**config.mk**
```make
export PLATFORM = sky130hd
export DESIGN_NAME = dktpq_ctrl
export DESIGN_NICKNAME = d
export VERILOG_FILES = /design/src/rtl/dktpq_pkg.sv /design/src/rtl/dktpq_ctrl.sv
export SDC_FILE = /design/constraint.sdc
export NUM_CORES = 1
export LEC_CHECK = 0
export ABC_AREA = 1
export BUFFER_PORTS_ARGS = -buffer_cell sky130_fd_sc_hd__buf_2
export CORE_MARGIN = 2
export CORE_UTILIZATION = 47
export DETAILED_ROUTE_END_ITERATION = 12
export HOLD_SLACK_MARGIN = 0.1
export PLACE_DENSITY_LB_ADDON = 0.1
export SLEW_MARGIN = 20
export SYNTH_ARGS = -nofsm -noshare
export SYNTH_HDL_FRONTEND = slang
export SYNTH_SLANG_ARGS = --single-unit
```
**constraint.sdc**
```tcl
create_clock -name clk -period 2.5 [get_ports clk]
set_clock_uncertainty 0.1 [all_clocks]
set_input_delay 0.125 -clock clk [delete_from_list [all_inputs] [get_ports clk]]
set_output_delay 0.125 -clock clk [all_outputs]
set_load 0.02 [all_outputs]
```
**src/rtl/dktpq_pkg.sv**
```systemverilog
// Shared types, constants and helpers for the dual-key task priority queue.
// No dependencies; imported by every module of the block.
`timescale 1ns / 1ps

package dktpq_pkg;

    // store size and derived widths
    localparam int CAPACITY = 64;
    localparam int IDX_W    = $clog2(CAPACITY + 1);
    localparam int ADDR_W   = $clog2(CAPACITY);
    localparam int CNT_W    = 7;
    localparam int KEY_W    = 16;

    typedef struct packed {
        logic [KEY_W-1:0] tim;
        logic [KEY_W-1:0] urg;
        logic [KEY_W-1:0] id;
    } task_t;

    typedef enum logic [1:0] {
        F_INSERT    = 2'd0,
        F_POP_URG   = 2'd1,
        F_POP_SHORT = 2'd2,
        F_UPDATE    = 2'd3
    } func_t;

    typedef enum logic [2:0] {
        ST_OK       = 3'd0,
        ST_DUP      = 3'd1,
        ST_EMPTY    = 3'd2,
        ST_NOTFOUND = 3'd3,
        ST_FULL     = 3'd4
    } status_t;

    // heap selector
    localparam logic HEAP_URG  = 1'b0;
    localparam logic HEAP_TIME = 1'b1;

    typedef enum logic [1:0] {WS_CUR, WS_BEST, WS_RD, WS_RDURG} wsel_t;
    typedef enum logic [1:0] {CS_HOLD, CS_IN, CS_RD, CS_RDURG} csel_t;
    typedef enum logic [1:0] {BS_HOLD, BS_CUR, BS_RD} bsel_t;

    typedef struct packed {
        logic              heap;
        logic              rd_en;
        logic [ADDR_W-1:0] rd_addr;
        logic              wr_en;
        logic [ADDR_W-1:0] wr_addr;
        wsel_t             wr_sel;
        csel_t             cur_sel;
        bsel_t             best_sel;
        logic              in_ld;
        logic              rem_ld;
        logic              out_ld;
        logic              top_zero;
        status_t           status;
        logic [CNT_W-1:0]  count;
    } dp_cmd_t;

    typedef struct packed {
        logic id_match;
        logic rd_better_cur;
        logic rd_better_best;
        logic cur_better_rd;
    } dp_stat_t;

    typedef struct packed {
        logic [CNT_W-1:0] count;
        task_t            top_short;
        task_t            top_urgent;
        task_t            removed;
        status_t          status;
    } result_t;

    // heap order: max on urgency, min on completion time
    function automatic logic better(input logic heap, input task_t a, input task_t b);
        logic r;
        if (heap == HEAP_URG)
            r = a.urg > b.urg;
        else
            r = a.tim < b.tim;
        return r;
    endfunction

    // heap index 1..CAPACITY to memory address
    function automatic logic [ADDR_W-1:0] slot_addr(input logic [IDX_W-1:0] idx);
        logic [IDX_W-1:0] t;
        t = idx - 1'b1;
        return t[ADDR_W-1:0];
    endfunction

endpackage

```
**src/rtl/dktpq_ctrl.sv**
```systemverilog
// Controller: sequences id search, sift up and sift down over the two heaps.
// Depends on dktpq_pkg; commands dktpq_datapath through dp_cmd_t.
`timescale 1ns / 1ps

module dktpq_ctrl import dktpq_pkg::*;
(
    input  logic       clk,
    input  logic       rst_n,
    input  logic       in_valid,
    output logic       in_ready,
    input  logic [1:0] in_func,
    output logic       out_valid,
    input  logic       out_ready,
    input  dp_stat_t   stat,
    output dp_cmd_t    cmd
);

    typedef enum logic [4:0] {
        S_IDLE, S_START, S_POP_RD, S_FIND_RD, S_FIND_CMP,
        S_SU_CHK, S_SU_CMP, S_SD_CHK, S_SD_L, S_SD_R, S_SD_DEC,
        S_NEXT, S_POP_LAST, S_RM2_LAST, S_UPD_T, S_UPD_U, S_TOP, S_TOP2
    } state_t;

    typedef enum logic [3:0] {
        P_INS_FIND, P_INS_SU0, P_INS_SU1, P_POP_FIND, P_POP_RM1,
        P_POP_RM2_SU, P_POP_RM2_SD, P_UPD_FIND0, P_UPD_FIND1, P_UPD_SU, P_UPD_SD
    } phase_t;

    state_t           st_reg, st_next;
    phase_t           ph_reg, ph_next;
    func_t            func_reg, func_next;
    status_t          status_reg, status_next;
    logic             h_reg, h_next;
    logic             moved_reg, moved_next;
    logic             out_valid_reg, out_valid_next;
    logic [IDX_W-1:0] i_reg, i_next;
    logic [IDX_W-1:0] lim_reg, lim_next;
    logic [IDX_W-1:0] c_reg, c_next;
    logic [IDX_W-1:0] bi_reg, bi_next;
    logic [IDX_W-1:0] k_reg, k_next;
    logic [IDX_W-1:0] found_reg, found_next;
    logic [IDX_W-1:0] n_reg, n_next;

    logic [IDX_W-1:0] nm1;
    logic [IDX_W-1:0] np1;
    logic [IDX_W:0]   lw;

    assign nm1 = n_reg - 1'b1;
    assign np1 = n_reg + 1'b1;
    assign lw  = {i_reg, 1'b0};

    // next state and datapath commands
    always_comb
    begin
        st_next        = st_reg;
        ph_next        = ph_reg;
        func_next      = func_reg;
        status_next    = status_reg;
        h_next         = h_reg;
        moved_next     = moved_reg;
        i_next         = i_reg;
        lim_next       = lim_reg;
        c_next         = c_reg;
        bi_next        = bi_reg;
        k_next         = k_reg;
        found_next     = found_reg;
        n_next         = n_reg;
        out_valid_next = out_valid_reg && !out_ready;
        in_ready       = 1'b0;

        cmd          = '0;
        cmd.heap     = h_reg;
        cmd.wr_sel   = WS_CUR;
        cmd.cur_sel  = CS_HOLD;
        cmd.best_sel = BS_HOLD;
        cmd.status   = status_reg;
        cmd.count    = CNT_W'(n_reg);

        case (st_reg)
            S_IDLE:
            begin
                in_ready = 1'b1;
                if (in_valid)
                begin
                    cmd.in_ld   = 1'b1;
                    func_next   = func_t'(in_func);
                    status_next = ST_OK;
                    st_next     = S_START;
                end
            end

            S_START:
            begin
                case (func_reg)
                    F_INSERT:
                    begin
                        h_next  = HEAP_URG;
                        i_next  = IDX_W'(1);
                        ph_next = P_INS_FIND;
                        st_next = S_FIND_RD;
                    end
                    F_UPDATE:
                    begin
                        h_next  = HEAP_URG;
                        i_next  = IDX_W'(1);
                        ph_next = P_UPD_FIND0;
                        st_next = S_FIND_RD;
                    end
                    default:
                    begin
                        if (n_reg == '0)
                        begin
                            status_next = ST_EMPTY;
                            st_next     = S_TOP;
                        end
                        else
                        begin
                            h_next      = (func_reg == F_POP_URG) ? HEAP_URG : HEAP_TIME;
                            cmd.rd_en   = 1'b1;
                            cmd.rd_addr = slot_addr(IDX_W'(1));
                            st_next     = S_POP_RD;
                        end
                    end
                endcase
            end

            // take the root, then search its id in the other heap
            S_POP_RD:
            begin
                cmd.rem_ld = 1'b1;
                h_next     = ~h_reg;
                i_next     = IDX_W'(1);
                ph_next    = P_POP_FIND;
                st_next    = S_FIND_RD;
            end

            // linear id search over slots 1..count
            S_FIND_RD:
            begin
                if (i_reg > n_reg)
                begin
                    found_next = '0;
                    st_next    = S_NEXT;
                end
                else
                begin
                    cmd.rd_en   = 1'b1;
                    cmd.rd_addr = slot_addr(i_reg);
                    st_next     = S_FIND_CMP;
                end
            end

            S_FIND_CMP:
            begin
                if (stat.id_match)
                begin
                    found_next = i_reg;
                    st_next    = S_NEXT;
                end
                else
                begin
                    i_next  = i_reg + 1'b1;
                    st_next = S_FIND_RD;
                end
            end

            // sift up with a hole: parents move down until cur settles
            S_SU_CHK:
            begin
                if (i_reg == IDX_W'(1))
                begin
                    cmd.wr_en   = 1'b1;
                    cmd.wr_addr = slot_addr(i_reg);
                    cmd.wr_sel  = WS_CUR;
                    st_next     = S_NEXT;
                end
                else
                begin
                    cmd.rd_en   = 1'b1;
                    cmd.rd_addr = slot_addr(i_reg >> 1);
                    st_next     = S_SU_CMP;
                end
            end

            S_SU_CMP:
            begin
                cmd.wr_en   = 1'b1;
                cmd.wr_addr = slot_addr(i_reg);
                if (stat.cur_better_rd)
                begin
                    cmd.wr_sel = WS_RD;
                    i_next     = i_reg >> 1;
                    moved_next = 1'b1;
                    st_next    = S_SU_CHK;
                end
                else
                begin
                    cmd.wr_sel = WS_CUR;
                    st_next    = S_NEXT;
                end
            end

            // sift down with a hole: left child first, right only if strictly better
            S_SD_CHK:
            begin
                if (lw > {1'b0, lim_reg})
                begin
                    cmd.wr_en   = 1'b1;
                    cmd.wr_addr = slot_addr(i_reg);
                    cmd.wr_sel  = WS_CUR;
                    st_next     = S_NEXT;
                end
                else
                begin
                    c_next      = lw[IDX_W-1:0];
                    cmd.rd_en   = 1'b1;
                    cmd.rd_addr = slot_addr(lw[IDX_W-1:0]);
                    st_next     = S_SD_L;
                end
            end

            S_SD_L:
            begin
                if (stat.rd_better_cur)
                begin
                    cmd.best_sel = BS_RD;
                    bi_next      = c_reg;
                end
                else
                begin
                    cmd.best_sel = BS_CUR;
                    bi_next      = i_reg;
                end
                if (c_reg < lim_reg)
                begin
                    cmd.rd_en   = 1'b1;
                    cmd.rd_addr = slot_addr(c_reg + 1'b1);
                    st_next     = S_SD_R;
                end
                else
                begin
                    st_next = S_SD_DEC;
                end
            end

            S_SD_R:
            begin
                if (stat.rd_better_best)
                begin
                    cmd.best_sel = BS_RD;
                    bi_next      = c_reg + 1'b1;
                end
                st_next = S_SD_DEC;
            end

            S_SD_DEC:
            begin
                cmd.wr_en   = 1'b1;
                cmd.wr_addr = slot_addr(i_reg);
                if (bi_reg == i_reg)
                begin
                    cmd.wr_sel = WS_CUR;
                    st_next    = S_NEXT;
                end
                else
                begin
                    cmd.wr_sel = WS_BEST;
                    i_next     = bi_reg;
                    st_next    = S_SD_CHK;
                end
            end

            // operation sequencing between search and sift steps
            S_NEXT:
            begin
                case (ph_reg)
                    P_INS_FIND:
                    begin
                        if (found_reg != '0)
                        begin
                            status_next = ST_DUP;
                            st_next     = S_TOP;
                        end
                        else if (n_reg >= IDX_W'(CAPACITY))
                        begin
                            status_next = ST_FULL;
                            st_next     = S_TOP;
                        end
                        else
                        begin
                            n_next      = np1;
                            cmd.cur_sel = CS_IN;
                            h_next      = HEAP_URG;
                            i_next      = np1;
                            ph_next     = P_INS_SU0;
                            st_next     = S_SU_CHK;
                        end
                    end
                    P_INS_SU0:
                    begin
                        cmd.cur_sel = CS_IN;
                        h_next      = HEAP_TIME;
                        i_next      = n_reg;
                        ph_next     = P_INS_SU1;
                        st_next     = S_SU_CHK;
                    end
                    P_POP_FIND:
                    begin
                        k_next      = found_reg;
                        cmd.rd_en   = 1'b1;
                        cmd.rd_addr = slot_addr(n_reg);
                        h_next      = ~h_reg;
                        st_next     = S_POP_LAST;
                    end
                    P_POP_RM1:
                    begin
                        if (k_reg != '0)
                        begin
                            cmd.rd_en   = 1'b1;
                            cmd.rd_addr = slot_addr(n_reg);
                            h_next      = ~h_reg;
                            st_next     = S_RM2_LAST;
                        end
                        else
                        begin
                            n_next  = nm1;
                            st_next = S_TOP;
                        end
                    end
                    P_POP_RM2_SU:
                    begin
                        if (moved_reg)
                        begin
                            n_next  = nm1;
                            st_next = S_TOP;
                        end
                        else
                        begin
                            i_next   = k_reg;
                            lim_next = nm1;
                            ph_next  = P_POP_RM2_SD;
                            st_next  = S_SD_CHK;
                        end
                    end
                    P_POP_RM2_SD:
                    begin
                        n_next  = nm1;
                        st_next = S_TOP;
                    end
                    P_UPD_FIND0:
                    begin
                        if (found_reg == '0)
                        begin
                            status_next = ST_NOTFOUND;
                            st_next     = S_TOP;
                        end
                        else
                        begin
                            k_next  = found_reg;
                            h_next  = HEAP_TIME;
                            i_next  = IDX_W'(1);
                            ph_next = P_UPD_FIND1;
                            st_next = S_FIND_RD;
                        end
                    end
                    P_UPD_FIND1:
                    begin
                        cmd.rd_en = 1'b1;
                        if (found_reg != '0)
                        begin
                            cmd.rd_addr = slot_addr(found_reg);
                            st_next     = S_UPD_T;
                        end
                        else
                        begin
                            cmd.rd_addr = slot_addr(k_reg);
                            h_next      = HEAP_URG;
                            st_next     = S_UPD_U;
                        end
                    end
                    P_UPD_SU:
                    begin
                        if (moved_reg)
                            st_next = S_TOP;
                        else
                        begin
                            i_next   = k_reg;
                            lim_next = n_reg;
                            ph_next  = P_UPD_SD;
                            st_next  = S_SD_CHK;
                        end
                    end
                    default:
                    begin
                        st_next = S_TOP;
                    end
                endcase
            end

            // last entry fills the root of the popped heap
            S_POP_LAST:
            begin
                cmd.cur_sel = CS_RD;
                i_next      = IDX_W'(1);
                lim_next    = nm1;
                ph_next     = P_POP_RM1;
                st_next     = S_SD_CHK;
            end

            // last entry fills the vacated slot of the other heap
            S_RM2_LAST:
            begin
                cmd.cur_sel = CS_RD;
                if (k_reg <= nm1)
                begin
                    i_next     = k_reg;
                    moved_next = 1'b0;
                    ph_next    = P_POP_RM2_SU;
                    st_next    = S_SU_CHK;
                end
                else
                begin
                    n_next  = nm1;
                    st_next = S_TOP;
                end
            end

            // time heap copy takes the new urgency in place
            S_UPD_T:
            begin
                cmd.wr_en   = 1'b1;
                cmd.wr_addr = slot_addr(found_reg);
                cmd.wr_sel  = WS_RDURG;
                cmd.rd_en   = 1'b1;
                cmd.rd_addr = slot_addr(k_reg);
                h_next      = HEAP_URG;
                st_next     = S_UPD_U;
            end

            S_UPD_U:
            begin
                cmd.cur_sel = CS_RDURG;
                i_next      = k_reg;
                moved_next  = 1'b0;
                ph_next     = P_UPD_SU;
                st_next     = S_SU_CHK;
            end

            S_TOP:
            begin
                cmd.rd_en   = 1'b1;
                cmd.rd_addr = slot_addr(IDX_W'(1));
                st_next     = S_TOP2;
            end

            // load the result once the output register is free
            S_TOP2:
            begin
                cmd.top_zero = n_reg == '0;
                if (!out_valid_reg || out_ready)
                begin
                    cmd.out_ld     = 1'b1;
                    out_valid_next = 1'b1;
                    st_next        = S_IDLE;
                end
            end

            default:
            begin
                st_next = S_IDLE;
            end
        endcase
    end

    // state and control registers
    always_ff @(posedge clk or negedge rst_n)
    begin
        if (!rst_n)
        begin
            st_reg        <= S_IDLE;
            ph_reg        <= P_INS_FIND;
            func_reg      <= F_INSERT;
            status_reg    <= ST_OK;
            h_reg         <= HEAP_URG;
            moved_reg     <= 1'b0;
            out_valid_reg <= 1'b0;
            i_reg         <= '0;
            lim_reg       <= '0;
            c_reg         <= '0;
            bi_reg        <= '0;
            k_reg         <= '0;
            found_reg     <= '0;
            n_reg         <= '0;
        end
        else
        begin
            st_reg        <= st_next;
            ph_reg        <= ph_next;
            func_reg      <= func_next;
            status_reg    <= status_next;
            h_reg         <= h_next;
            moved_reg     <= moved_next;
            out_valid_reg <= out_valid_next;
            i_reg         <= i_next;
            lim_reg       <= lim_next;
            c_reg         <= c_next;
            bi_reg        <= bi_next;
            k_reg         <= k_next;
            found_reg     <= found_next;
            n_reg         <= n_next;
        end
    end

    assign out_valid = out_valid_reg;

endmodule

```
# [Word level (Yosys, flattened, before mapping)]
# Index checks and enable logic that the tools add are counted.
# Widths: inputs -> output; s select.
[word_totals] word_cells=240 regBits=65 input_bits=10 output_inout_bits=37
[classes] eq_ne=63 addsub=10 n_bitwise=2 reduce_logical=38 magnitude_cmp=5 mux=108
[ops] op="$mux 7" count=26
[ops] op="$pmux 7 s8" count=2
[ops] op="$pmux 5 s18" count=1
[ops] op="$pmux 7 s2" count=6
[ops] op="$pmux 7 s4" count=2
[ops] op="$mux 5" count=10
[ops] op="$pmux 9 s5" count=1
[ops] op="$mux 4" count=11
[ops] op="$eq 5x4->1 const B" count=8
[ops] op="$ne 3x3->1 const B" count=12
[ops] op="$sub 6x1->6 const B" count=6
[ops] op="$pmux 5 s7" count=1
[ops] op="$ne 2x2->1 const B" count=14
[ops] op="$pmux 4 s6" count=1
[ops] op="$add 7x1->7 const B" count=3
[ops] op="$mux 1" count=21
[ops] op="$pmux 7 s3" count=1
[ops] op="$eq 5x3->1 const B" count=4
[ops] op="$pmux 4 s5" count=1
[ops] op="$mux 3" count=6
[ops] op="$mux 9" count=2
[ops] op="$eq 4x3->1 const B" count=4
[ops] op="$logic_not 7->1" count=2
[ops] op="$reduce_and 7->1" count=2
[ops] op="other kinds (53)" count=79

# [Longest topological paths before layout]
[logic_depth] depth_word=5 mapped_depth=18 depth_no_buf=17

# [Worst setup path before layout]
# OpenSTA, ideal clock, no wires.
[synth_timing] path_kind="register -> register" start="register n_reg[0]" end="register n_reg[3]" n_path_buf=1 path_slack_ps=-359 stages_incl_launch_ff=19 arrival_time_ps=2636 required_ps=2277 period_less_slack_ps=2859 setup_time_ps=123 cell_sequence="dfrtp_1 -> inv_2 -> ha_1 -> nand3_1 -> nor3_1 -> inv_1 -> nand2_1 -> inv_1 -> ha_1 -> nand2_1 -> nor2_1 -> nand3_1 -> nand3_1 -> nand2_1 -> nand2_1 -> nand2_1 -> buf_4 -> nand2_1 -> o21ai_1"
[synth_via] elab_chain_len=5
[synth_lines] element="start, declared" line="dktpq_ctrl.sv:42" text="logic [IDX_W-1:0] n_reg, n_next;"
[synth_lines] element="start signal, assigned" line="dktpq_ctrl.sv:510" text="n_reg <= n_next;"
[synth_lines] element="branches (longest 5 deep; another with $sub 7x1->7)"
# Parallel ways; which one is timed is not known. The select of a mux whose other input is x is not followed.
# A chain may end at the register's enable or synchronous reset.

==> out/metrics.yaml <==
multi_input_area_um2: 4110
hold_class: "primary input to flip-flop"
hold_ws_ns: 0.110
rows: 40
async_reset_ff_frac: 1.00
start_util: 0.481
post-place-cells: 1121
report.final.slew_viol_count: 0
cp-start-kind: "flip-flop"
yosysSeqAreaShare: 0.283
avgSynthCellArea_um2: 6.66
fp.dieH_um: 115
cts_buffer_depth: 2
final_hold_viol_count: 0
synthTopCellsByArea: "dfrtp_1 28%, nand2_1 13%, ha_1 8.0%, inv_1 7.6%, o21ai_0 6.3%"
yosys.area.top_type: "dfrtp_1"
critical_path_class: "flip-flop to primary output"
dp_hpwl_mm: 18.3
placed_area_um2: 6780
leakage_nw: 4.16
total_power_mw: 12.3
critPathCaptureType: "primary output"
drive_gt1_frac: 0.343
max_freq_mhz: 386
cts_max_level: 3
synthesis.area_um2: 5760
maxCapViolations: 0
ys.flop_type: "dfrtp_1"
grt_start_max_net_pins: 37
worstMarginPinSlew_ns: 0.757
ys_warn_count: 0
vias_per_cell: 5.98
syn-num-nets: 911
gp_congestion: 0.966
grt_overflow_total: 0
violations: "setup timing"
grt_use_total: 0.373
cts-root-buf: "clkbuf_16"
worst_slack_ns: -0.0881
synth_edf_count: 0
dpl_worst_slack_ns: -0.0449
finish.instance_area_um2: 8180
finalSetupTns_ns: -0.380
area_growth_pct: 42.1
n_antenna_cell: 0
syn_inst: 864
drt_wl_total_mm: 24.8
top_level_ports: 47
synth_seq_cells: 65
instances_no_fill: 1188
fin_util: 0.684
rsz0062_at_grt: "true"
status: "finished, violations left"
finalSetupViolations: 10
cts.sinks: 65
antenna_found_initial: 0
routedWlPerCell_um: 20.9
vias: 7104
first_pass_iters: 5
relSlewSlack: 0.495
ff_latch_area_um2: 1640
final_common_cell: "nand2_1"
worstPathMaxFanout: 5
cts_tree: "done"
dieArea_um2: 13100
portBuffers: 46
power_density_nw_per_um2: 1500
synth_top_area_share: 0.283
finalNetCount: 1083
grt_pass1_wl_mm: 36.7
path_clk_slew_ns: 0.07
min_period_ns: 2.59
cp_data_required_time_ns: 2.28
drtIter0Drc: 840
remaining_drc_errors: 0
clkLatencyLatePin_ns: 0.36
synth_cell_type_count: 46
fp.coreArea_um2: 12000
arrival_ns: 2.36
fillers: 1043
first_global_vias: 6653
ant_nets: 0
die_x_um: 115
cts_made_buffers: 9
vdd_ir_drop_max_mv: 0.936
layout_common_cells: "172 x nand2_1, 118 x buf_4, 91 x inv_1, 65 x o21ai_0, 55 x nor2_1"
post-route-period-util: 1.04
Yosys cell counts (all sizes together), types with 2 or more instances:
cell type	number
nand2	208
inv	126
o21ai	81
nor2	78
dfrtp	65
nand3	59
a21oi	40
ha	37
nand4	31
xor2	24
nor3	22
o22ai	20
clkbuf	13
buf	10
a31oi	9
o211ai	8
o2111ai	4
o21a	4
nor4	3
o221ai	3
o31ai	3
xnor2	3
a211oi	2
a22o	2
a311oi	2
path summary, 6_finish.rpt:
check | startpoint | to | slack, ns | cells after the start
worst max-delay path | i_reg[2]$_DFFE_PN0P_ | cmd[32] | -0.09 | 11
worst min-delay path | stat[1] | bi_reg[4]$_DFFE_PN0P_ | 0.11 | 4
worst max register to register | n_reg[0]$_DFFE_PN0P_ | i_reg[5]$_DFFE_PN0P_ | -0.04 | 16
worst min register to register | status_reg[0]$_DFFE_PN0P_ | status_reg[0]$_DFFE_PN0P_ | 0.37 | 2
max in group asynchronous | rst_n | st_reg[3]$_DFFE_PN0P_ | 1.34 | 3
min in group asynchronous | rst_n | n_reg[2]$_DFFE_PN0P_ | 0.28 | 2
power by group:
part	switching, mW	internal (mW)	total, mW	leakage, nW
Sequential	0.408	1.44	1.85	0.838
Combinational	5.29	3.71	9.00	3.17
Clock	0.568	0.882	1.45	0.153
layer usage:
layer | global-route usage | vias to the layer above | share of wire
met3 | 0.0588 | 128 | 0.087
met4 | 0.209 | 0 | 0.063
met1 | 0.481 | 3329 | 0.39
met2 | 0.597 | 394 | 0.46
met5 | 0 | - | 0
li1 | - | 3253 | -
timing repair:
item                                    in CTS  in global routing
endpoints found under the hold margin       35                  0
hold buffers                                 8                  0
setup buffers                               20                 25
gates cloned                                 0                  1
pin swaps                                   18                 51
resized for setup                           54                135
endpoints found under the setup margin      29                 38
critical path, stage by stage (launching register included):
cell and delay, ns:
dfrtp_2 0.51, inv_4 0.13, ha_2 0.21, nand2_1 0.07, nor2_1 0.15, nand2_1 0.08
xor2_1 0.30, nand2_2 0.11, nand3_2 0.09, a21oi_2 0.04, o211ai_1 0.12, buf_4 0.19
final cells by class:
cell class                      instances  share of cell area
Clock buffer                            9              0.0275
Clock inverter                          7              0.0124
Sequential cell                        65               0.201
Inverter                              127              0.0595
Tap cell                              147              0.0225
Multi-Input combinational cell        649               0.503
Timing Repair Buffer                  184               0.174
logic make-up (layout without fill, tap and decap cells):
family	Yosys count	count (layout)	synth area share
AND/OR/NAND/NOR	404	404	0.314
AO/OA/AOI/OAI	181	181	0.180
buffers and inverters	150	327	0.102
flip-flops	65	65	0.283
adder cells (fa/ha/maj)	37	37	0.0804
XOR/XNOR	27	27	0.0411
Note: power is estimated with default switching activity, not from simulation.
